**config.mk**
```make
export PLATFORM = sky130hd
export DESIGN_NAME = swrl_ctrl
export DESIGN_NICKNAME = d
export VERILOG_FILES = /design/src/design/swrl_pkg.sv /design/src/design/swrl_ctrl.sv
export SDC_FILE = /design/constraint.sdc
export NUM_CORES = 1
export LEC_CHECK = 0
export BUFFER_PORTS_ARGS = -buffer_cell sky130_fd_sc_hd__buf_4
export CAP_MARGIN = 20
export CORE_AREA = 2 2 39 41
export DETAILED_ROUTE_END_ITERATION = 8
export DIE_AREA = 0 0 41 43
export PLACE_DENSITY = 0.72
export SLEW_MARGIN = 10
export SYNTH_ARGS = -nofsm -noshare
export SYNTH_HDL_FRONTEND = slang
export SYNTH_SLANG_ARGS = --single-unit
export TNS_END_PERCENT = 30
```
**constraint.sdc**
```tcl
create_clock -name clk -period 2.2 [get_ports clk]
set_input_delay 0.22 -clock clk [delete_from_list [all_inputs] [get_ports clk]]
set_output_delay 0.22 -clock clk [all_outputs]
set_load 0.05 [all_outputs]
```
**src/design/swrl_pkg.sv**
```systemverilog
package swrl_pkg;

  // Operation codes of the input item; code three is unused
  typedef enum logic [1:0] {
    OP_CHECK = 2'd0,
    OP_OPEN  = 2'd1,
    OP_CLOSE = 2'd2
  } op_t;

  // Configuration port
  localparam int PADDR_W = 5;

  localparam logic [2:0] REG_SHORT_LIMIT = 3'd0;
  localparam logic [2:0] REG_MSG_LIMIT   = 3'd1;
  localparam logic [2:0] REG_FILE_LIMIT  = 3'd2;
  localparam logic [2:0] REG_LONG_SECS   = 3'd3;
  localparam logic [2:0] REG_SHORT_SECS  = 3'd4;

  localparam logic [4:0] RST_SHORT_LIMIT = 5'd5;
  localparam logic [4:0] RST_MSG_LIMIT   = 5'd20;
  localparam logic [4:0] RST_FILE_LIMIT  = 5'd3;
  localparam logic [7:0] RST_LONG_SECS   = 8'd10;
  localparam logic [7:0] RST_SHORT_SECS  = 8'd1;

  typedef struct packed {
    logic [4:0] short_limit;
    logic [4:0] msg_limit;
    logic [4:0] file_limit;
    logic [7:0] long_secs;
    logic [7:0] short_secs;
  } cfg_t;

  // Commands from the controller to the datapath
  typedef struct packed {
    logic capture;      // take the input item, read slot table
    logic start_check;  // load ring head and fill of the selected ring
    logic clear_wr;     // clearing pass: mark one slot closed
    logic slot_wr;      // open or close the item's slot
    logic stamp_wr;     // append the time stamp
    logic rd_oldest;    // read the oldest entry
    logic prune_dec;    // drop the oldest entry, read the next one
    logic ring_wr;      // write ring head and fill back
    logic burst_first;  // read the newest entry
    logic burst_inc;    // count one burst entry, read the next older one
    logic out_load;     // load the result register
  } cmd_t;

  // Status from the datapath to the controller
  typedef struct packed {
    logic clear_last;
    logic simple;       // slot out of range or unused operation
    logic slot_op;      // open or close
    logic active;
    logic file;
    logic older_long;
    logic older_short;
    logic fill_nz;
    logic burst_last;
    logic out_busy;
  } stat_t;

endpackage

```
**src/design/swrl_ctrl.sv**
```systemverilog
module swrl_ctrl import swrl_pkg::*; (
  input  logic  clk,
  input  logic  rst_n,
  input  logic  in_valid,
  output logic  in_stall,
  input  stat_t stat,
  output cmd_t  cmd
);

  typedef enum logic [7:0] {
    ST_CLEAR = 8'b0000_0001,
    ST_IDLE  = 8'b0000_0010,
    ST_META  = 8'b0000_0100,
    ST_WRITE = 8'b0000_1000,
    ST_ISSUE = 8'b0001_0000,
    ST_PRUNE = 8'b0010_0000,
    ST_BURST = 8'b0100_0000,
    ST_DONE  = 8'b1000_0000
  } state_t;

  state_t state_r, state_nxt;

  // Take a new item only when idle
  assign in_stall = (state_r != ST_IDLE);

  // Sequence one item through the datapath
  always_comb begin
    cmd       = '0;
    state_nxt = state_r;
    case (state_r)
      ST_CLEAR: begin
        cmd.clear_wr = 1'b1;
        if (stat.clear_last) begin
          state_nxt = ST_IDLE;
        end
      end
      ST_IDLE: begin
        if (in_valid) begin
          cmd.capture = 1'b1;
          state_nxt   = ST_META;
        end
      end
      ST_META: begin
        if (stat.simple) begin
          state_nxt = ST_DONE;
        end else if (stat.slot_op) begin
          cmd.slot_wr = 1'b1;
          state_nxt   = ST_DONE;
        end else if (!stat.active) begin
          state_nxt = ST_DONE;
        end else begin
          cmd.start_check = 1'b1;
          state_nxt       = ST_WRITE;
        end
      end
      ST_WRITE: begin
        cmd.stamp_wr = 1'b1;
        state_nxt    = ST_ISSUE;
      end
      ST_ISSUE: begin
        cmd.rd_oldest = 1'b1;
        state_nxt     = ST_PRUNE;
      end
      ST_PRUNE: begin
        if (stat.fill_nz && stat.older_long) begin
          cmd.prune_dec = 1'b1;
        end else begin
          cmd.ring_wr = 1'b1;
          if (stat.file || !stat.fill_nz) begin
            state_nxt = ST_DONE;
          end else begin
            cmd.burst_first = 1'b1;
            state_nxt       = ST_BURST;
          end
        end
      end
      ST_BURST: begin
        if (!stat.older_short) begin
          cmd.burst_inc = 1'b1;
        end
        if (stat.older_short || stat.burst_last) begin
          state_nxt = ST_DONE;
        end
      end
      ST_DONE: begin
        if (!stat.out_busy) begin
          cmd.out_load = 1'b1;
          state_nxt    = ST_IDLE;
        end
      end
      default: begin
        state_nxt = ST_IDLE;
      end
    endcase
  end

  always_ff @(posedge clk) begin
    if (!rst_n) begin
      state_r <= ST_CLEAR;
    end else begin
      state_r <= state_nxt;
    end
  end

endmodule

```
==> metrics, run 1 <==
status=finished, final reports clean; top flop regs=state_r (8); area grow syn2layout=40.4%; routed via count=between 600 and 700; vias in the first global route=554; most common cell in the netlist=dfxtp_1; setup ws final=~0.25 ns; Starting DRT DRC Count=14; Final min period=1.95 ns; Avg WL per Cell=about 13 um; Main synth FF type=dfxtp_1; worst setup path class=register to output pin; Detail Route Antenna Nets=0; row count=14; sequential element share of the synthesized area=0.276; Setup TNS Final=0 ns; Worst-path clk slew=~0.060 ns; Synth top area share=0.276; GPL Wtd Cong=approximately 0.84; Mapped Area=between 500 and 600 um^2; Slew headroom=0.734; TritonCTS Buffers=3; Slew @ Worst Pin=0.398 ns; worst clock skew=0.00972 ns; Initial DRT Pass Iterations=4; Sink Count=8; PwrDens=582 nW/um^2; htree depth=1; Worst EP arrival=1.73 ns; Yosys cell types=27; Total GRT Usage=0.192; Initial Util=0.419; Setup WS pre-CTS=~0.43 ns; total power=around 470 uW; part of the power in combinational logic=0.379; fin nets=111; clock power share=0.238; RSZ-0062 raised after global routing=false; first-pass GRT wire length=roughly 2300 um; HPWL Detailed=between 1000 and 1500 um; post-DR vias/cell=between 5 and 6; Post-Syn Nets=81; sw frac=0.369; top post-synthesis cells by count=dfxtp_1 (8), nor2_1 (7), inv_1 (6); Core Area=between 1000 and 1500 um^2; #FFs+latches synth=8; syn avg cell area=8.52 um^2; final core occ=0.588; CTS tree=done; Peak Freq=slightly above 500 MHz; number of antenna diodes=0; internal power=between 200 and 300 uW; Warnings, synthesis=0; EDFF count, synth=0; synthesized instance count=68; crit share post-route=0.886; Synth area leaders=dfxtp_1 (28%), nor4_4 (7.3%), nor3b_1 (5.2%), nor2_1 (4.5%), nand4b_1 (4.5%); Crit. End Element=output pin; startpoint type of the worst setup path=register; clk_lat worst skew=between 0.2 and 0.3 ns; Post-Route WL=roughly 1400 um; root buffer selected by CTS=clkbuf_4; Switch Pwr=around 170 uW; initial antenna violation count=0; max_cap viols=0; Top reg by flops=state_r; Final setup viols=0; max reg flops=8; Die ar.=between 1500 and 2000 um^2; fraction of layout cells with a size suffix above 1=0.385; Leak=roughly 0.40 nW; Synth area leader=dfxtp_1; largest net degree at the start of global routing=9; Die X=approximately 41 um; hold crit path type=input port to register; Bufs on Longest Clock Path=2; Post-synth ARST share=0; WP data required=1.98 ns; Die Span Y=~43 um; Slew Viols, Final=0; IO Count=25; total gr overflow=0; port bufs=24; worst vdd ir=around 0.32 mV; DRC Markers=0; CP Max Fanout=5; Seq pwr share=0.383; Final Hold Fails=0
placed cells by master (no fill, tap or decap), types with 3 or more instances in the layout:
master | Yosys | routed
buf_4 | 1 | 26
clkbuf_4 | 0 | 3
dfxtp_1 | 8 | 8
inv_1 | 6 | 6
nand2_1 | 3 | 3
nand3_1 | 4 | 4
nand4_1 | 4 | 4
nand4b_1 | 3 | 3
nor2_1 | 7 | 7
nor2b_1 | 4 | 4
nor3b_1 | 4 | 4
kinds of logic after synthesis:
| group | after synthesis | share of synthesized area |
|---|---|---|
| and+or+nand+nor | 43 | 0.538 |
| AOI/OAI and AO/OA | 10 | 0.134 |
| DFF | 8 | 0.276 |
| buffers and inverters | 7 | 0.0518 |
power groups by stage:
stage          Combinational [mW]  Sequential, mW  Clock (mW)
2_1_floorplan               0.118           0.179           0
3_3_place_gp                0.168           0.184           0
3_5_place_dp                0.168           0.184           0
4_1_cts                     0.169           0.181       0.119
5_1_grt                     0.193           0.183       0.124
6_report                    0.179           0.181       0.113
cell type report:
cell class | instances | area, um^2
timing repair buffer | 26 | 195
clock buffer | 3 | 22.5
sequential | 8 | 160
inverter | 6 | 22.5
fill | 140 | 571
tap | 16 | 20.0
multi-input combinational | 53 | 393
worst max-delay path: stages (launching register included):
cell     delay, ns
dfxtp_1       0.37
nor4b_2       0.45
nand2_1       0.17
a21oi_2       0.14
and2_1        0.14
buf_4         0.19
metrics by stage:
step / hold slack (ns) / std cells / area (um^2)
4_1_cts: 0.238 / 110 / 798
2_1_floorplan: 0.351 / 68 / 583
6_report: 0.247 / 112 / 813
3_3_place_gp: 0.499 / 107 / 776
3_5_place_dp: 0.504 / 107 / 776
5_1_grt: 0.247 / 112 / 813
repair_timing:
item                       in CTS  in global routing
hold buffers                    0                  0
setup endpoints to repair       0                  1
resized for setup               0                  0
setup buffers                   0                  2
worst paths after layout:
path	start	to	slack, ns	depth (start not counted)
setup reg to reg	state_r[3]	state_r[3]	0.52	6
hold reg to reg	state_r[3]	state_r[4]	0.66	2
hold / removal	stat[9]	state_r[0]	0.25	3
setup / recovery	state_r[7]	cmd[2]	0.25	5
routing by layer:
layer | vias to the layer above | share of wire | track usage
li1 | 314 | - | -
met1 | 273 | 0.42 | 0.211
met2 | 28 | 0.48 | 0.309
met3 | 5 | 0.074 | 0.0314
met4 | 0 | 0.030 | 0.140
met5 | - | 0 | 0
No activity file was read; power rests on OpenSTA's default activity.
==> run 2, diff against run 1 <==
- ABC_AREA: default -> 1
- CORE_AREA: 2 2 39 41 -> default
- CORE_UTILIZATION: default -> 50
- DIE_AREA: 0 0 41 43 -> default
- GPL_TIMING_DRIVEN: default -> 0
- PLACE_DENSITY: 0.72 -> 0.78
==> metrics, run 2 <==
largest net degree at the start of global routing=8 (was 9); TritonCTS Buffers=3 (unchanged); Worst-path clk slew=0.05 ns (was 0.06 ns); Post-Route WL=1500 um (was 1430 um); PwrDens=546 nW/um^2 (was 582 nW/um^2); top flop regs=state_r (8) (unchanged); Synth Area in XOR/XNOR=0 (unchanged); CP Max Fanout=3 (was 5); worst path cell trace=inv_1 > nand2_1 > nor2_1 > inv_1 > nor2_2 > nand2_1 > nor2_2 > buf_4 > buf_4 (was nor4b_2 > nand2_1 > a21oi_2 > and2_1 > buf_4); Post-Syn Nets=128 (was 81); GPL Wtd Cong=0.795 (was 0.842); syn avg cell area=6.06 um^2 (was 8.52 um^2); top post-synthesis cells by count=inv_1 (24), nor2_1 (24), nand2_1 (20) (was dfxtp_1 (8), nor2_1 (7), inv_1 (6)); worst vdd ir=0.294 mV (was 0.317 mV); Crit. End Element=output pin (unchanged); Die Span Y=39.3 um (was 43 um); Final Hold Fails=0 (unchanged); synthesized instance count=115 (was 68); placed cells=154 (was 107); Final min period=1.78 ns (was 1.95 ns); worst stage delay on the critical path=0.33 ns (was 0.45 ns); Worst EP arrival=1.56 ns (was 1.73 ns); Avg WL per Cell=9.55 um (was 12.8 um); Die X=39.3 um (was 41 um); sw frac=0.409 (was 0.369); max_cap viols=0 (unchanged); first-pass GRT wire length=2280 um (was 2260 um); Initial DRT Pass Iterations=6 (was 4); CTS tree=done (unchanged); Total GRT Usage=0.226 (was 0.192); Slew headroom=0.753 (was 0.734); EDFF count, synth=0 (unchanged); IO Count=25 (unchanged); RSZ-0062 raised after global routing=false (unchanged); total gr overflow=0 (unchanged); row count=13 (was 14); startpoint type of the worst setup path=register (unchanged); initial antenna violation count=0 (unchanged); Final setup viols=0 (unchanged); Simple-Gate Fraction of Synth Area=0.591 (was 0.538); Seq pwr share=0.335 (was 0.383); Adder-Cell Fraction of Synth Area=0 (unchanged); hold crit path type=input port to register (unchanged); fin nets=157 (was 111); post-DR vias/cell=4.75 (was 5.54); cts-stage hold buffer count=0 (unchanged); Switch Pwr=206 uW (was 175 uW); vias in the first global route=564 (was 554); Synth top area share=0.230 (was 0.276); Setup TNS Final=0 ns (unchanged); port bufs=24 (unchanged); Detail Route Antenna Nets=0 (unchanged); Initial Util=0.536 (was 0.419); compound-cell area share of the yosys netlist=0.0251 (was 0.134); area grow syn2layout=32.7% (was 40.4%); commonest non-fill, non-tap cells in the layout=buf_4 (25), inv_1 (24), nor2_1 (24), nand2_1 (20), dfxtp_1 (8) (was buf_4 (26), dfxtp_1 (8), nor2_1 (7), inv_1 (6)); max reg flops=8 (unchanged); Bufs on Longest Clock Path=2 (unchanged); clock power share=0.224 (was 0.238); Starting DRT DRC Count=18 (was 14); root buffer selected by CTS=clkbuf_4 (unchanged); commonest non-fill, non-tap cell in the layout=buf_4 (unchanged); Peak Freq=561 MHz (was 513 MHz); Main synth FF type=dfxtp_1 (unchanged); Final Non-Filler Cells=157 (was 112); worst setup path class=register to output pin (unchanged); #FFs+latches synth=8 (unchanged); clk_lat worst skew=0.26 ns (about the same); Slew Viols, Final=0 (unchanged); WP data required=1.98 ns (about the same); sequential element share of the synthesized area=0.230 (was 0.276); status=finished, final reports clean (unchanged); post-CTS setup buffers=0 (unchanged); Mapped Area=697 um^2 (was 579 um^2); Filler Cell Count=129 (was 140); fraction of layout cells with a size suffix above 1=0.373 (was 0.385); mux share of post-synthesis cell area=0 (unchanged); Synth area leaders=dfxtp_1 (23%), inv_1 (13%), nor2_1 (13%), nand2_1 (11%), nand3_2 (5.7%) (was dfxtp_1 (28%), nor4_4 (7.3%), nor3b_1 (5.2%), nor2_1 (4.5%), nand4b_1 (4.5%)); Sink Count=8 (unchanged); worst clock skew=0.00283 ns (was 0.00972 ns); Die ar.=1550 um^2 (was 1760 um^2); Warnings, synthesis=0 (unchanged); crit share post-route=0.811 (was 0.886); internal power=298 uW (was 299 uW); htree depth=1 (unchanged); CP max stage cell=dfxtp_1 (was nor4b_2); Leak=0.517 nW (was 0.400 nW); part of the power in combinational logic=0.441 (was 0.379); Top reg by flops=state_r (unchanged); Synth area leader=dfxtp_1 (unchanged); largest family of logic cells by synthesized area=simple AND/OR/NAND/NOR gates (unchanged); DRC Markers=0 (unchanged); number of antenna diodes=0 (unchanged); routed via count=746 (was 620); Slew @ Worst Pin=0.368 ns (was 0.398 ns); Yosys cell types=20 (was 27); HPWL Detailed=1240 um (was 1140 um); Post-CTS Resized=0 (unchanged); Post-synth ARST share=0 (unchanged); Core Area=1300 um^2 (was 1380 um^2)
[run 2: changes by cell type after synthesis, sizes merged, moves of 3 or more]
| cell | change |
|---|---|
| nand4 | -4 |
| nor2b | -4 |
| nand2 | +23 |
| nand3 | +7 |
| nor2 | +25 |
| nor3b | -4 |
| inv | +20 |
| nand4b | -3 |
[run 2: power groups by stage]
stage	clock network, mW	registers (mW)	logic [mW]
floorplan	0	0.169	0.169
global placement	0	0.171	0.221
detailed placement	0	0.172	0.223
CTS	0.115	0.169	0.224
global route	0.122	0.171	0.243
finish	0.113	0.169	0.223
[run 2: final cells by class]
type,count,area (um^2),share of cell area
Clock buffer,3,22.5,0.0244
Tap cell,15,18.8,0.0203
Timing Repair Buffer,24,180,0.195
Sequential cell,8,160,0.173
Buffer,1,7.51,0.00812
Multi-Input combinational cell,80,435,0.471
Inverter,26,100,0.108
[run 2: kinds of logic (layout without fill, tap and decap cells)]
group	after synthesis	in the layout
AO/OA/AOI/OAI	2	2
buffers and inverters	27	54
flip-flops	8	8
AND/OR/NAND/NOR	78	78
[run 2: path summary, 6_finish.rpt]
| kind | slack, ns | endpoint | depth (start not counted) | startpoint |
|---|---|---|---|---|
| worst max register to register | 0.92 | state_r[7] | 8 | state_r[2] |
| worst min register to register | 0.53 | state_r[7] | 2 | state_r[7] |
| worst max-delay path | 0.42 | cmd[9] | 9 | state_r[0] |
| worst min-delay path | 0.19 | state_r[0] | 2 | rst_n |
[run 2: worst max-delay path: cells and delay by family (launching register included)]
kind,cells,cell delay (ns)
buffers and inverters,4,0.46
DFF,1,0.33
and+or+nand+nor,5,0.51
[run 2: metal layers]
metal | global-route usage | routed length [um]
met1 | 0.300 | 694
met2 | 0.342 | 677
met3 | 0.0341 | 90
met4 | 0.129 | 37
met5 | 0 | 0
[run 2: per-stage QoR]
step / power [mW] / hold slack [ns] / worst slack, ns / utilization / area (um^2)
floorplan: 0.338 / 0.290 / 0.118 / - / 703
global placement: 0.392 / 0.453 / 0.730 / 0.693 / 902
detailed placement: 0.394 / 0.451 / 0.713 / 0.693 / 902
CTS: 0.507 / 0.183 / 0.434 / 0.711 / 925
global route: 0.536 / 0.193 / 0.254 / 0.711 / 925
finish: 0.504 / 0.186 / 0.417 / 0.711 / 925
==> run 3, diff against run 2 <==
- ABC_AREA: 1 -> 0
- CORE_UTILIZATION: 50 -> 40
- PLACE_DENSITY: 0.78 -> 0.7
- clock period: 2.2 -> 1.6 ns (I/O delays scaled with it)
==> metrics, run 3 (same netlist as run 1, synthesis figures left out) <==
commonest non-fill, non-tap cell in the layout=buf_4 (unchanged); CP max stage cell=nor4_4 (was dfxtp_1); cts-stage hold buffer count=0 (unchanged); total gr overflow=0 (unchanged); Die Span Y=40.1 um (was 39.3 um); initial antenna violation count=0 (unchanged); GPL Wtd Cong=0.739 (was 0.795); RSZ-0062 raised after global routing=true (was false); TritonCTS Buffers=3 (unchanged); crit share post-route=1.22; Worst Setup SP=state_r[7] (was state_r[0]); max_cap viols=0 (unchanged); fraction of layout cells with a size suffix above 1=0.627 (was 0.373); Hold Slack=0.186 ns (about the same); PwrDens=681 nW/um^2 (was 546 nW/um^2); HPWL Detailed=1170 um (was 1240 um); status=complete, but fails checks (was finished, final reports clean); Peak Freq=~500 MHz; fin nets=125 (was 157); Leak=0.467 nW (was 0.517 nW); startpoint type of the worst setup path=register (unchanged); Top reg by flops=state_r (unchanged); Total GRT Usage=0.266 (was 0.226); top flop regs=state_r (8) (unchanged); number of antenna diodes=0 (unchanged); Slew headroom=0.577 (was 0.753); Bufs on Longest Clock Path=2 (unchanged); sw frac=0.380 (was 0.409); row count=13 (unchanged); Final Hold Fails=0 (unchanged); failing checks=setup timing; IO Count=25 (unchanged); hold crit path type=input port to register (unchanged); Avg WL per Cell=15.9 um (was 9.55 um); worst path cell trace=nor4_4 > nand4b_1 > nor2b_2 > buf_4 > buf_8 (was inv_1 > nand2_1 > nor2_1 > inv_1 > nor2_2 > nand2_1 > nor2_2 > buf_4 > buf_4); delay-heaviest family, CP=simple AND/OR/NAND/NOR gates (unchanged); Slew @ Worst Pin=0.632 ns (was 0.368 ns); Hold Path Origin=rst_n (unchanged); Final min period=around 2 ns; largest net degree at the start of global routing=9 (was 8); clock power share=0.203 (was 0.224); post-DR vias/cell=5.66 (was 4.75); Filler Cell Count=69 (was 129); Worst EP arrival=1.79 ns (was 1.56 ns); Initial DRT Pass Iterations=4 (was 6); max reg flops=8 (unchanged); worst stage delay on the critical path=0.37 ns (was 0.33 ns); Initial Util=0.440 (was 0.536); vias in the first global route=637 (was 564); Final setup viols=16 (was 0); CTS tree=done (unchanged); hold path depth=2 (unchanged); Setup TNS Final=-2.15 ns (was 0 ns); Crit. End Element=output pin (unchanged); Switch Pwr=286 uW (was 206 uW); Slew Viols, Final=0 (unchanged); worst vdd ir=0.733 mV (was 0.294 mV); Detail Route Antenna Nets=0 (unchanged); R2R depth=5 (was 8); internal power=467 uW (was 298 uW); worst clock skew=0.00468 ns (was 0.00283 ns); final core occ=0.840 (was 0.711); Sink Count=8 (unchanged); port bufs=24 (unchanged); htree depth=1 (unchanged); CP Depth=5 (was 9); first-pass GRT wire length=2840 um (was 2280 um); Die X=40.1 um (was 39.3 um); Worst-path clk slew=0.06 ns (was 0.05 ns); Starting DRT DRC Count=8 (was 18); WP data required=1.44 ns (was 1.98 ns); DRC Markers=0 (unchanged); routed via count=708 (was 746); Die ar.=1600 um^2 (was 1550 um^2); clk_lat worst skew=0.25 ns (was 0.26 ns); worst setup path class=register to output pin (unchanged); placed cells=107 (was 154); Post-Route WL=1990 um (was 1500 um); part of the power in combinational logic=0.459 (was 0.441); CP Max Fanout=5 (was 3); Core Area=1320 um^2 (was 1300 um^2); commonest non-fill, non-tap cells in the layout=buf_4 (27), buf_6 (9), inv_1 (6), nor2_1 (4), nand4_1 (4) (was buf_4 (25), inv_1 (24), nor2_1 (24), nand2_1 (20), dfxtp_1 (8)); root buffer selected by CTS=clkbuf_4 (unchanged); Buf+Inv Stages, Crit Path=2 (was 4); Seq pwr share=0.338 (was 0.335); Crit Reg-Reg Startpoint=state_r[7] (was state_r[2]); area grow syn2layout=90.9% (was 32.7%); setup ws final=-0.347 ns (was 0.417 ns); Final Non-Filler Cells=125 (was 157)
-- run 3: changes by cell type in the layout (fill, tap and decap cells not counted), moves of 4 or more --
cell / before / now
inv_1: 24 / 6
buf_6: 0 / 9
dfxtp_1: 8 / 2
nand2_1: 20 / 2
nand3_1: 7 / 2
nor2_1: 24 / 4
nor2_2: 5 / 0
nand3_2: 4 / 0
-- run 3: worst paths after layout --
path | end | slack [ns]
setup / recovery | cmd[9] | -0.35
hold / removal | state_r[3] | 0.19
setup reg to reg | state_r[7] | -0.13
hold reg to reg | state_r[1] | 0.66
-- run 3: worst register-to-register path, cell delays in order, from the launching register on --
cell and delay (ns):
dfxtp_4 0.35, nor4_4 0.37, nand4b_1 0.31, buf_4 0.23
o21a_1 0.17, a221oi_2 0.21
-- run 3: cell type report --
cell class              count  area, um^2  area share
inverters                   6        22.5      0.0204
flip-flops and latches      8         175       0.158
well taps                  15        18.8      0.0170
repair buffers             39         362       0.327
clock buffers               3        22.5      0.0204
multi-input cells          53         498       0.450
plain buffers               1        7.51     0.00679
-- run 3: what timing repair did --
item / in CTS / in global routing
pin swaps: 12 / 4
buffers inserted: 13 / 3
gates resized for setup: 24 / 17
endpoints found under the setup margin: 18 / 18
-- run 3: metrics by stage --
step | instance area [um^2] | total power, mW | setup WS [ns]
after floorplan | 606 | 0.418 | -0.342
after global placement | 805 | 0.493 | -0.135
after detailed placement | 805 | 0.494 | -0.162
after CTS | 1030 | 0.721 | -0.266
after global routing | 1110 | 0.788 | -0.417
final | 1110 | 0.753 | -0.347
-- run 3: metal layers --
metal	wire length, um	track usage	vias up
met2	1110	0.504	26
met3	80	0.0389	4
met5	0	0	-
met4	27	0.0862	0
li1	-	-	340
met1	773	0.297	338
-- run 3: power groups by stage --
| stage | clock, mW | combinational [mW] | sequential [mW] |
|---|---|---|---|
| 2_1_floorplan | 0 | 0.170 | 0.247 |
| 3_3_place_gp | 0 | 0.238 | 0.255 |
| 3_5_place_dp | 0 | 0.239 | 0.255 |
| 4_1_cts | 0.159 | 0.313 | 0.248 |
| 5_1_grt | 0.167 | 0.364 | 0.257 |
| 6_report | 0.153 | 0.346 | 0.254 |
